==> src/rtl/aesp_pkg.sv <==
// ----------------------------------------------------------------------------
// aesp_pkg
// Types and constants shared by the escape/SGR parser.
// ----------------------------------------------------------------------------
package aesp_pkg;

	typedef enum logic [2:0] {
		PH_GROUND    = 3'd0,
		PH_ESC       = 3'd1,
		PH_ESC_INTER = 3'd2,
		PH_CSI_PARAM = 3'd3,
		PH_CSI_INTER = 3'd4,
		PH_STR       = 3'd5,
		PH_STR_ESC   = 3'd6
	} phase_t;

	typedef enum logic [2:0] {
		CT_IDLE  = 3'd0,
		CT_READ  = 3'd1,
		CT_WALK  = 3'd2,
		CT_OUT   = 3'd3
	} ctl_t;

	typedef enum logic [2:0] {
		WM_CODE = 3'd0,
		WM_EXT  = 3'd1,
		WM_IDX  = 3'd2,
		WM_RGB  = 3'd3,
		WM_KIND = 3'd4
	} wmode_t;

	localparam logic [1:0] KIND_DEF = 2'd0;
	localparam logic [1:0] KIND_IDX = 2'd1;
	localparam logic [1:0] KIND_RGB = 2'd2;

	localparam logic [7:0] CH_NUL = 8'h00;
	localparam logic [7:0] CH_BEL = 8'h07;
	localparam logic [7:0] CH_ESC = 8'h1b;
	localparam logic [7:0] CH_LBR = 8'h5b;
	localparam logic [7:0] CH_BSL = 8'h5c;
	localparam logic [7:0] CH_M   = 8'h6d;
	localparam logic [7:0] CH_SEMI  = 8'h3b;
	localparam logic [7:0] CH_COLON = 8'h3a;

	typedef struct packed {
		logic        tv;
		logic [7:0]  tb;
		logic        se;
	} res_t;

endpackage

==> src/rtl/aesp_if.sv <==
// ----------------------------------------------------------------------------
// aesp_if
// Valid/ready channel carrying one word of payload.
// ----------------------------------------------------------------------------
interface aesp_if #(
	parameter type T = logic [7:0]
);
	logic valid;
	logic ready;
	T     data;

	modport source (output valid, output data, input ready);
	modport sink (input valid, input data, output ready);
endinterface

==> src/rtl/ansi_escape_sgr_parser_core.sv <==
// ----------------------------------------------------------------------------
// ansi_escape_sgr_parser_core
// Escape stripper with SGR color and attribute tracking.
// ----------------------------------------------------------------------------
// channel  dir  word
// in_ch    in   in_byte[7:0]
// out_ch   out  text_valid, text_byte, fg/bg kind+value, attr_bits, string_end
// cfg      in   cfg_we, cfg_wdata (italic_supported)
//
// Ordinary bytes are taken one per cycle; the input waits while an unaccepted word
// is held, unless that word leaves at the same edge. A final 'm' with arguments
// walks the argument memory one entry per cycle and the word shows when the
// walk ends; each 38/48 colon chain is counted first and then walked again
// from its 38/48 entry. The walk is bound by the single read port. No clearing
// pass after reset.
// ----------------------------------------------------------------------------
module ansi_escape_sgr_parser_core
	import aesp_pkg::*;
#(
	parameter int MAX_ARGS  = 32,
	parameter int ARG_CLAMP = 9999
) (
	input  logic clk,
	input  logic arst_n,
	input  logic cfg_we,
	input  logic cfg_wdata,
	aesp_if.sink   in_ch,
	aesp_if.source out_ch
);

	localparam int AW = $clog2(MAX_ARGS);
	localparam int CW = $clog2(MAX_ARGS + 1);

	// argument memory: value and colon mark
	logic [14:0] mem [MAX_ARGS];
	logic [14:0] rd_s1;
	logic        mem_we;
	logic [AW-1:0] mem_wa, mem_ra;
	logic [14:0] mem_wd;

	// last argument is written at the edge the walk reads entry 0
	always_ff @(posedge clk) begin
		if (mem_we) mem[mem_wa] <= mem_wd;
		rd_s1 <= (mem_we && mem_wa == mem_ra) ? mem_wd : mem[mem_ra];
	end

	logic         ital_q;
	phase_t       ph_q, ph_d;
	ctl_t         ct_q, ct_d;
	logic [CW-1:0] cnt_q, cnt_d;
	logic [13:0]  acc_q, acc_d;
	logic         closed_q, closed_d;
	logic [7:0]   fpb_q, fpb_d;
	logic         sep_q, sep_d;
	logic [25:0]  fg_q, fg_d, bg_q, bg_d;
	logic [6:0]   attr_q, attr_d;

	// walk registers
	logic [CW-1:0] wi_q, wi_d;          // index of entry arriving in rd_s1
	wmode_t       wm_q, wm_d;          // walk mode
	logic         wfg_q, wfg_d;
	logic [CW-1:0] wn_q, wn_d;          // args available for ext
	logic         wcol_q, wcol_d;
	logic [1:0]   wk_q, wk_d;          // rgb component count / skip
	logic         wskip_q, wskip_d;
	logic [23:0]  wrgb_q, wrgb_d;
	logic         wchain_q, wchain_d;  // counting colon chain
	logic [CW-1:0] wsub_q, wsub_d;

	logic  ov_q, ov_d;
	res_t  or_q, or_d;
	logic  out_load;
	logic  out_free;
	logic  wWRGB_en;

	assign out_free = !ov_q || out_ch.ready;

	always_ff @(posedge clk or negedge arst_n) begin
		if (!arst_n) ital_q <= 1'b1;
		else if (cfg_we) ital_q <= cfg_wdata;
	end

	function automatic logic [7:0] sat8(input logic [13:0] v);
		return (v > 14'd255) ? 8'hff : v[7:0];
	endfunction

	// byte-side parse
	logic [7:0] c;
	logic       acc_ok;
	logic       start_walk;
	res_t       br;
	assign c = in_ch.data;
	assign in_ch.ready = (ct_q == CT_IDLE) && out_free;
	assign acc_ok = in_ch.valid && in_ch.ready;

	always_comb begin
		logic [17:0] v;
		logic        redo;
		logic        do_final, fin_walk;
		logic        do_coll;
		phase_t      p;
		ph_d = ph_q; cnt_d = cnt_q; acc_d = acc_q; closed_d = closed_q;
		fpb_d = fpb_q; sep_d = sep_q; fg_d = fg_q; bg_d = bg_q; attr_d = attr_q;
		mem_we = 1'b0; mem_wa = cnt_q[AW-1:0]; mem_wd = {1'b0, acc_q};
		br = '0; start_walk = 1'b0; do_final = 1'b0; fin_walk = 1'b0;
		do_coll = 1'b0; redo = 1'b0; p = ph_q; v = '0;
		// first pass
		case (ph_q)
			PH_ESC: begin
				if (c == CH_LBR) begin
					cnt_d = '0; acc_d = '0; closed_d = 1'b0; fpb_d = '0; sep_d = 1'b0;
					p = PH_CSI_PARAM;
				end else if (c == 8'h5d || c == 8'h50 || c == 8'h58 || c == 8'h5e
					|| c == 8'h5f) p = PH_STR;
				else if (c >= 8'h20 && c <= 8'h2f) p = PH_ESC_INTER;
				else if (c >= 8'h30 && c <= 8'h7e) p = PH_GROUND;
				else begin p = PH_GROUND; redo = 1'b1; end
			end
			PH_ESC_INTER: begin
				if (c >= 8'h20 && c <= 8'h2f) p = PH_ESC_INTER;
				else if (c >= 8'h30 && c <= 8'h7e) p = PH_GROUND;
				else begin p = PH_GROUND; redo = 1'b1; end
			end
			PH_CSI_PARAM: begin
				if (c >= 8'h30 && c <= 8'h3f) do_coll = 1'b1;
				else if (c >= 8'h20 && c <= 8'h2f) begin do_coll = 1'b1; p = PH_CSI_INTER; end
				else if (c >= 8'h40 && c <= 8'h7e) do_final = 1'b1;
				else begin p = PH_GROUND; redo = 1'b1; end
			end
			PH_CSI_INTER: begin
				if (c >= 8'h20 && c <= 8'h2f) do_coll = 1'b1;
				else if (c >= 8'h40 && c <= 8'h7e) do_final = 1'b1;
				else begin p = PH_GROUND; redo = 1'b1; end
			end
			PH_STR: begin
				if (c == CH_BEL) p = PH_GROUND;
				else if (c == CH_ESC) p = PH_STR_ESC;
				else if (c == CH_NUL) begin p = PH_GROUND; redo = 1'b1; end
			end
			PH_STR_ESC: begin
				if (c == CH_BSL) p = PH_GROUND;
				else begin
					p = PH_STR;
					if (c == CH_BEL) p = PH_GROUND;
					else if (c == CH_ESC) p = PH_STR_ESC;
					else if (c == CH_NUL) begin p = PH_GROUND; redo = 1'b1; end
				end
			end
			default: redo = 1'b1;
		endcase
		if (do_coll) begin
			if (fpb_q == 8'd0) fpb_d = c;
			if (!closed_q) begin
				if (c >= 8'h30 && c <= 8'h39) begin
					v = {4'd0, acc_q} * 18'd10 + {10'd0, c - 8'h30};
					acc_d = (v > 18'(ARG_CLAMP)) ? 14'(ARG_CLAMP) : v[13:0];
					sep_d = 1'b0;
				end else begin
					if (cnt_q < CW'(MAX_ARGS)) begin
						mem_we = 1'b1; mem_wd = {c == CH_COLON, acc_q};
						cnt_d = cnt_q + 1'b1; acc_d = '0;
						if (cnt_q + 1'b1 >= CW'(MAX_ARGS)) closed_d = 1'b1;
					end else closed_d = 1'b1;
					if (c == CH_SEMI || c == CH_COLON) sep_d = 1'b1;
					else begin closed_d = 1'b1; sep_d = 1'b0; end
				end
			end
		end
		if (do_final) begin
			p = PH_GROUND;
			if (c == CH_M) begin
				if (fpb_q == 8'd0) begin
					fg_d = '0; bg_d = '0; attr_d = '0;
				end else if (fpb_q < 8'h3c) begin
					fin_walk = 1'b1;
					if (!closed_q && !sep_q) begin
						if (cnt_q < CW'(MAX_ARGS)) begin
							mem_we = 1'b1; mem_wd = {1'b0, acc_q};
							cnt_d = cnt_q + 1'b1; acc_d = '0;
						end
						closed_d = 1'b1;
					end
				end
			end
		end
		if (redo) begin
			p = PH_GROUND;
			if (c == CH_NUL) begin
				br.se = 1'b1;
				cnt_d = '0; acc_d = '0; closed_d = 1'b0; fpb_d = '0; sep_d = 1'b0;
				fg_d = '0; bg_d = '0; attr_d = '0;
			end else if (c == CH_ESC) p = PH_ESC;
			else begin br.tv = 1'b1; br.tb = c; end
		end
		ph_d = p;
		start_walk = fin_walk && cnt_d != '0;
		if (!acc_ok) begin
			ph_d = ph_q; cnt_d = cnt_q; acc_d = acc_q; closed_d = closed_q;
			fpb_d = fpb_q; sep_d = sep_q; fg_d = fg_q; bg_d = bg_q; attr_d = attr_q;
			mem_we = 1'b0; start_walk = 1'b0;
		end
	end

	// walk sequencer: rd_s1 holds entry wi_q during CT_WALK
	logic [25:0] wfgo, wbgo;
	logic [6:0]  wattro;
	logic        wdone;
	always_comb begin
		logic [13:0] a;
		logic        cm;
		logic [CW-1:0] nxt;
		logic [CW-1:0] rem;
		logic [25:0] col;
		a = rd_s1[13:0]; cm = rd_s1[14];
		ct_d = ct_q; wi_d = wi_q; wm_d = wm_q; wfg_d = wfg_q; wn_d = wn_q;
		wcol_d = wcol_q; wk_d = wk_q; wskip_d = wskip_q; wrgb_d = wrgb_q;
		wchain_d = wchain_q; wsub_d = wsub_q;
		wfgo = fg_q; wbgo = bg_q; wattro = attr_q; wdone = 1'b0;
		nxt = wi_q + 1'b1; rem = cnt_q - wi_q - 1'b1;
		col = wfg_q ? fg_q : bg_q;
		mem_ra = '0;
		case (ct_q)
			CT_IDLE: begin
				if (start_walk) begin
					ct_d = CT_WALK; wi_d = '0; wm_d = WM_CODE; wchain_d = 1'b0;
				end
			end
			CT_WALK: begin
				if (wchain_q) begin
					// count colon chain starting at the 38/48 entry (wn_q start)
					if (cm && nxt < cnt_q) begin
						wsub_d = wsub_q + 1'b1; wi_d = nxt;
					end else begin
						wchain_d = 1'b0; wm_d = WM_EXT;
						if (wsub_q != '0) begin
							wn_d = wsub_q; wcol_d = 1'b1;
						end else begin
							wn_d = cnt_q - wn_q - 1'b1; wcol_d = 1'b0;
						end
						wi_d = wn_q; // restart from the 38/48 entry
					end
				end else begin
					case (wm_q)
						WM_CODE: begin
							if (a == 14'd0) begin wfgo = '0; wbgo = '0; wattro = '0; end
							else if (a == 14'd1) wattro[0] = 1'b1;
							else if (a == 14'd2) wattro[1] = 1'b1;
							else if (a == 14'd3 && ital_q) wattro[2] = 1'b1;
							else if (a == 14'd4) wattro[3] = 1'b1;
							else if (a == 14'd5 || a == 14'd6) wattro[4] = 1'b1;
							else if (a == 14'd7) wattro[5] = 1'b1;
							else if (a == 14'd8) wattro[6] = 1'b1;
							else if (a == 14'd22) wattro[1:0] = 2'b00;
							else if (a == 14'd23 && ital_q) wattro[2] = 1'b0;
							else if (a == 14'd24) wattro[3] = 1'b0;
							else if (a == 14'd25) wattro[4] = 1'b0;
							else if (a == 14'd27) wattro[5] = 1'b0;
							else if (a == 14'd28) wattro[6] = 1'b0;
							else if (a == 14'd38 || a == 14'd48) begin
								wfg_d = (a == 14'd38);
								wchain_d = 1'b1; wsub_d = '0; wn_d = wi_q;
								if (cm && nxt < cnt_q) wsub_d = CW'(1);
								else begin
									// next read is already the kind entry
									wchain_d = 1'b0; wn_d = rem; wcol_d = 1'b0;
									if (rem == '0) wm_d = WM_CODE;
									else wm_d = WM_KIND;
								end
							end
							else if (a == 14'd39) wfgo = '0;
							else if (a == 14'd49) wbgo = '0;
							else if (a >= 14'd30 && a <= 14'd37)
								wfgo = {KIND_IDX, 16'd0, a[7:0] - 8'd30};
							else if (a >= 14'd40 && a <= 14'd47)
								wbgo = {KIND_IDX, 16'd0, a[7:0] - 8'd40};
							else if (a >= 14'd90 && a <= 14'd97)
								wfgo = {KIND_IDX, 16'd0, a[7:0] - 8'd82};
							else if (a >= 14'd100 && a <= 14'd107)
								wbgo = {KIND_IDX, 16'd0, a[7:0] - 8'd92};
							wi_d = nxt;
						end
						WM_EXT: begin
							// wi_q is the 38/48 entry; next read gives the kind
							wi_d = nxt; wm_d = WM_KIND;
							if (wn_q == '0) wm_d = WM_CODE;
						end
						WM_KIND: begin
							// a = kind entry
							if (a == 14'd5) begin
								if (wn_q < CW'(2)) begin wi_d = wi_q + wn_q; wm_d = WM_CODE; end
								else begin wm_d = WM_IDX; wi_d = nxt; end
							end else if (a == 14'd2) begin
								wskip_d = wcol_q && wn_q >= CW'(5);
								if (wn_q < (wskip_d ? CW'(5) : CW'(4))) begin
									wi_d = wi_q + wn_q; wm_d = WM_CODE;
								end else begin
									wm_d = WM_RGB; wk_d = 2'd0; wi_d = nxt;
									if (wskip_d) wi_d = wi_q + CW'(2);
								end
							end else begin wi_d = nxt; wm_d = WM_CODE; end
						end
						WM_IDX: begin
							if (a < 14'd256) col = {KIND_IDX, 16'd0, a[7:0]};
							if (wfg_q) wfgo = col; else wbgo = col;
							wi_d = nxt; wm_d = WM_CODE;
						end
						WM_RGB: begin
							wrgb_d = {wrgb_q[15:0], sat8(a)};
							wk_d = wk_q + 1'b1; wi_d = nxt;
							if (wk_q == 2'd2) begin
								col = {KIND_RGB, wrgb_q[15:0], sat8(a)};
								if (wfg_q) wfgo = col; else wbgo = col;
								wm_d = WM_CODE;
							end
						end
						default: wm_d = WM_CODE;
					endcase
				end
				if (wi_d >= cnt_q && !wchain_d && !(wm_d == WM_EXT)) begin
					ct_d = CT_IDLE; wdone = 1'b1;
				end
			end
			default: ct_d = CT_IDLE;
		endcase
		mem_ra = (ct_d == CT_WALK) ? wi_d[AW-1:0] : '0;
		if (ct_q == CT_WALK && wchain_q && !wchain_d) mem_ra = wn_q[AW-1:0];
	end

	// output word: latched at byte time; walk updates color state afterwards
	assign out_load = acc_ok;
	always_comb begin
		or_d = br;
	end

	always_comb begin
		ov_d = ov_q;
		if (out_ch.valid && out_ch.ready) ov_d = 1'b0;
		if (out_load) ov_d = !start_walk;
		if (wdone) ov_d = 1'b1;
	end

	always_ff @(posedge clk or negedge arst_n) begin
		if (!arst_n) begin
			ph_q <= PH_GROUND; ct_q <= CT_IDLE; cnt_q <= '0; acc_q <= '0;
			closed_q <= 1'b0; fpb_q <= '0; sep_q <= 1'b0;
			fg_q <= '0; bg_q <= '0; attr_q <= '0;
			wi_q <= '0; wm_q <= WM_CODE; wfg_q <= 1'b0; wn_q <= '0; wcol_q <= 1'b0;
			wk_q <= '0; wskip_q <= 1'b0; wchain_q <= 1'b0; wsub_q <= '0;
			ov_q <= 1'b0;
		end else begin
			ph_q <= ph_d; ct_q <= ct_d; cnt_q <= cnt_d; acc_q <= acc_d;
			closed_q <= closed_d; fpb_q <= fpb_d; sep_q <= sep_d;
			wi_q <= wi_d; wm_q <= wm_d; wfg_q <= wfg_d; wn_q <= wn_d;
			wcol_q <= wcol_d; wk_q <= wk_d; wskip_q <= wskip_d;
			wchain_q <= wchain_d; wsub_q <= wsub_d;
			if (ct_q == CT_WALK) begin
				fg_q <= wfgo; bg_q <= wbgo; attr_q <= wattro;
			end else begin
				fg_q <= fg_d; bg_q <= bg_d; attr_q <= attr_d;
			end
			ov_q <= ov_d;
		end
	end

	assign wWRGB_en = (ct_q == CT_WALK);

	always_ff @(posedge clk) begin
		if (out_load) or_q <= or_d;
		if (wWRGB_en) wrgb_q <= wrgb_d;
	end

	assign out_ch.valid = ov_q;
	assign out_ch.data = {or_q.tv, or_q.tb, fg_q[25:24], fg_q[23:0], bg_q[25:24],
		bg_q[23:0], attr_q, or_q.se};

`ifndef SYNTHESIS
	a_walk_blocks_in: assert property (@(posedge clk) disable iff (!arst_n)
		ct_q == CT_WALK |-> !in_ch.ready)
		else $error("input taken during walk");
	a_no_out_in_walk: assert property (@(posedge clk) disable iff (!arst_n)
		ct_q == CT_WALK |-> !ov_q)
		else $error("word shown during walk");
	a_cnt_bound: assert property (@(posedge clk) disable iff (!arst_n)
		cnt_q <= CW'(MAX_ARGS))
		else $error("argument count overflow");
	a_walk_ends: assert property (@(posedge clk) disable iff (!arst_n)
		wdone |=> ov_q && ct_q == CT_IDLE)
		else $error("walk end lost word");
`endif

endmodule
==> src/flat_wrapper.sv <==
// flat-port wrapper written by rule: the top's interface ports become plain ports
module ansi_escape_sgr_parser_core_flat import aesp_pkg::*;
#(
	parameter int MAX_ARGS  = 32,
	parameter int ARG_CLAMP = 9999
)
  (clk, arst_n, cfg_we, cfg_wdata, in_ch_valid, in_ch_data, in_ch_ready, out_ch_valid, out_ch_data, out_ch_ready);
  aesp_if in_ch_i ();
  aesp_if out_ch_i ();
  input  logic clk;
  input  logic arst_n;
  input  logic cfg_we;
  input  logic cfg_wdata;
  input wire logic [$bits(in_ch_i.valid)-1:0] in_ch_valid;
  input wire logic [$bits(in_ch_i.data)-1:0] in_ch_data;
  output wire logic [$bits(in_ch_i.ready)-1:0] in_ch_ready;
  output wire logic [$bits(out_ch_i.valid)-1:0] out_ch_valid;
  output wire logic [$bits(out_ch_i.data)-1:0] out_ch_data;
  input wire logic [$bits(out_ch_i.ready)-1:0] out_ch_ready;
  assign in_ch_i.valid = in_ch_valid;
  assign in_ch_i.data = in_ch_data;
  assign in_ch_ready = in_ch_i.ready;
  assign out_ch_valid = out_ch_i.valid;
  assign out_ch_data = out_ch_i.data;
  assign out_ch_i.ready = out_ch_ready;
  ansi_escape_sgr_parser_core #(.MAX_ARGS(MAX_ARGS), .ARG_CLAMP(ARG_CLAMP)) u_core (.clk(clk), .arst_n(arst_n), .cfg_we(cfg_we), .cfg_wdata(cfg_wdata), .in_ch(in_ch_i), .out_ch(out_ch_i));
endmodule
==> config.mk <==
export PLATFORM = sky130hd
export DESIGN_NAME = ansi_escape_sgr_parser_core_flat
export DESIGN_NICKNAME = d
export VERILOG_FILES = /design/src/rtl/aesp_pkg.sv /design/src/rtl/aesp_if.sv /design/src/rtl/ansi_escape_sgr_parser_core.sv /design/src/flat_wrapper.sv
export SDC_FILE = /design/constraint.sdc
export NUM_CORES = 1
export LEC_CHECK = 0
export BUFFER_PORTS_ARGS = -buffer_cell sky130_fd_sc_hd__clkbuf_2
export CAP_MARGIN = 20
export CORE_AREA = 2 2 204 206
export CTS_CLUSTER_DIAMETER = 40
export DETAILED_ROUTE_END_ITERATION = 16
export DIE_AREA = 0 0 206 208
export PLACE_DENSITY = 0.83
export SETUP_SLACK_MARGIN = 0.05
export SKIP_CTS_REPAIR_TIMING = 1
export SYNTH_ARGS = -nofsm -noshare
export SYNTH_HDL_FRONTEND = slang
export SYNTH_SLANG_ARGS = --single-unit
==> constraint.sdc <==
create_clock -name clk -period 5.2 [get_ports clk]
set_input_delay 0.52 -clock clk [delete_from_list [all_inputs] [get_ports clk]]
set_output_delay 0.52 -clock clk [all_outputs]
set_load 0.02 [all_outputs]
==> qor.yml <==
run_status:
  status: "complete, no violations"
final_layout:
  area_delta_synth_final_pct: 14.16
  design_area_sq_um: 28960
  antenna_cells: 0
  fillCellCount: 2556
  layout.nets: 2084
  fin_cells: 2578
  drive_gt1_share_pct: 15.79
detailed_routing:
  wl_microns: 64630
  drtIter0Drc: 2098
  vias: 17330
  via_per_inst: 6.723
  drt_first_pass_iters: 8
  drc: 0
  ant_nets: 0
  wl_per_cell_microns: 25.07
placed_design:
  place_congestion: 0.9684
  portBuffers: 23
  hpwlAfterDp_microns: 40930
  dp_slack_ns: 0.09699
  place_area_sq_um: 26610
  dp.cells: 2457
clock_tree:
  htreeDepth: 2
  clkTransAtPathRegs_ns: 0.06
  cts_tree: "done"
  cts.sinks: 556
  cts_max_path_buffers: 3
  cts_buffers: 61
  clk_latency_ns: 0.62
  cts_root_buf: "clkbuf_16"
yosys:
  ys_seq_area_share_pct: 64.25
  synth_cells: 1878
  synth-edff-count: 481
  yosys.area.top_type: "edfxtp_1"
  syn_avg_cell_area_sq_um: 13.51
  yosys_most_used_dff: "edfxtp_1"
  ys_types: 103
  synth_area_leaders: "edfxtp_1 57%, dfrtp_1 6.8%, mux2i_1 4.1%, ha_1 3.5%, nor2_1 2.0%"
  synth.top_cell.area_share_pct: 56.95
  synth_async_sr_flop_share_pct: 12.59
  ys_ff_latch: 556
  yosys_warnings: 0
  synth_area_sq_um: 25360
power_and_ir_drop:
  power_density_nw_per_um2: 359.1
  vdd_drop_max_mv: 0.2671
  power_leakage_nw: 10.34
sta:
  finalClockSkew_ns: 0.02555
  hold-worst-slack_ns: 0.1395
  setup_viol: 0
  fmax_mhz: 202.1
  slew_viol_final: 0
  rsz0062_at_grt: "no"
  finalCritPeriodShare_pct: 95.17
  setup_slack_ns: 0.2512
  finalCriticalPeriod_ns: 4.949
  hold_viol_final: 0
  max_slew_margin_pct: 42.84
  worst_pin_slew_ns: 0.8574
global_route:
  grt_max_degree: 63
  grt_pass1_vias: 17220
  grt_pass1_wl_microns: 98870
  grt-ovfl-total: 0
  track_usage_pct: 30.40
  antenna_found_initial: 0
critical_path:
  worstPathArrival_ns: 5.51
  cp_max_fo: 12
  crit_path_top_delay_cell: "or4_1"
  critPathTopFamily: "compound AO/OA/AOI/OAI gates"
  cp_cell_sequence: "buf_4 -> or4_1 -> o221ai_2 -> nand3_1 -> a211o_1 -> o22ai_4 -> o21bai_2 -> buf_4 -> o211ai_1 -> o211ai_1 -> a31o_2 -> ha_1 -> a21o_1 -> a21o_1 -> a21o_1 -> a21o_1 -> a21o_1 -> o211ai_1 -> a31oi_1 -> a221oi_4 -> a22o_1"
  cp-end-kind: "flop"
  start_kind: "flop"
  path_buf_inv: 2
  crit_top_cell: "a21o_1"
  criticalPathCategory: "reg -> reg"
  crit_required_ns: 5.76
  critPathMaxStageDelay_ns: 0.55
floorplanning:
  start_util_pct: 62.54
  io-pin-count: 24
  row_count: 74
  die_x_microns: 206
  fp.dieH_microns: 208
  coreArea_sq_um: 40550
  dieArea_sq_um: 42850
flow_run:
  cap_viol_max_count: 0
worst_hold_path:
  hp-class: "in -> reg"
## layout by cell type, fill, tap and decap left out, drive strengths merged, types with 10 or more instances in the layout
cell type  count
clkinv        20
mux2i        105
or3           16
xor2          15
nand4         12
o31ai         13
bufinv        14
or4           18
a22oi         39
nor4          29
nand3         59
and2          10
a21oi         79
nor2         140
or2           11
o22ai         17
dfrtp         69
inv           63
clkbuf        91
a22o          25
nand2        126
edfxtp       481
o21ai         75
nand2b        11
o211ai        12
a211oi        12
a21o          27
ha            71
mux4          19
nor3          57
buf          109
xnor2         25
## metrics by stage
| stage | TNS [ns] | total power [mW] | utilization [%] |
|---|---|---|---|
| 3_3_place_gp | 0 | 5.730 | 65.61 |
| 4_1_cts | -0.06373 | 10.40 | 71.12 |
| 2_1_floorplan | 0 | 5.534 | - |
| 6_report | 0 | 10.40 | 71.40 |
| 5_1_grt | 0 | 10.68 | 71.40 |
| 3_5_place_dp | 0 | 5.759 | 65.61 |
## layout make-up
| class | instances | area, sq um | area share (%) |
|---|---|---|---|
| inverters | 57 | 219.0 | 0.7562 |
| repair buffers | 133 | 1036 | 3.578 |
| clock buffers | 68 | 1553 | 5.363 |
| well taps | 532 | 665.6 | 2.299 |
| clock inverters | 47 | 681.9 | 2.355 |
| flip-flops and latches | 556 | 16310 | 56.31 |
| multi-input cells | 1185 | 8494 | 29.34 |
## state kept, by name, summed over array words and instances (netlist names), named ones only
register	count
u_core.closed_q	1
u_core.wchain_q	1
u_core.wn_q	6
u_core.sep_q	1
u_core.ct_q	3
u_core.wcol_q	1
u_core.ital_q	1
u_core.ph_q	3
u_core.out_ch.data	1
u_core.cnt_q	6
u_core.wi_q	6
u_core.wm_q	3
u_core.attr_q	7
u_core.wk_q	2
u_core.acc_q	14
u_core.fpb_q	8
u_core.out_ch.valid	1
u_core.wsub_q	6
u_core.mem	480
## metal layers
layer / share of wire (%) / GRT usage, % / up-vias
met2: 49 / 49.05 / 1075
li1: - / - / 7533
met5: 0 / 0 / -
met1: 37 / 41.22 / 8522
met4: 3.9 / 12.71 / 0
met3: 9.9 / 5.091 / 201
## logic make-up (layout without fill, tap and decap cells)
group,count (synthesis),after routing,synth area share [%]
other cells,1,2,0.01479
buf+inv,138,305,2.516
simple gates,544,544,10.88
flops,556,556,64.25
xor+xnor,40,40,1.381
mux,131,131,6.142
fa+ha+maj,78,78,3.976
compound gates,390,390,10.83
## Yosys cell counts (all sizes together) (6+ instances only)
library cell    n
nor3b           9
nand3          59
nor2          140
a32oi           9
xnor2          25
nand4          12
or4            18
nor2b           9
mux2            7
a22o           25
buf            51
a22oi          39
dfrtp          69
o221ai          9
o31ai          13
clkbuf         30
nor4           29
a211oi         12
or2            11
a21oi          79
nor3           57
mux2i         105
o21a            6
nand2         126
nand2b         11
edfxtp        481
mux4           19
o21ai          75
and2           10
o211ai         12
xor2           15
o22ai          17
inv            55
or3            16
or4b            9
ha             71
a21o           27
a31oi           9
and3            8
## report_power, final
group	switching (mW)	internal, mW
combinational	0.464	0.250
sequential	0.0679	4.91
clock	1.83	2.88
total	2.36	8.04
## final timing paths
kind,cells past startpoint,from,end,slack [ns]
hold reg to reg,1,u_core.fpb_q[6],u_core.fpb_q[6],0.48
setup / recovery,21,flop,flop,0.25
max in group asynchronous,3,arst_n,u_core.acc_q[7],3.83
min in group asynchronous,2,arst_n,u_core.attr_q[1],0.27
hold / removal,2,cfg_wdata,u_core.ital_q,0.14
setup reg to reg,21,flop,flop,0.25
No activity file was read; power rests on OpenSTA's default activity.
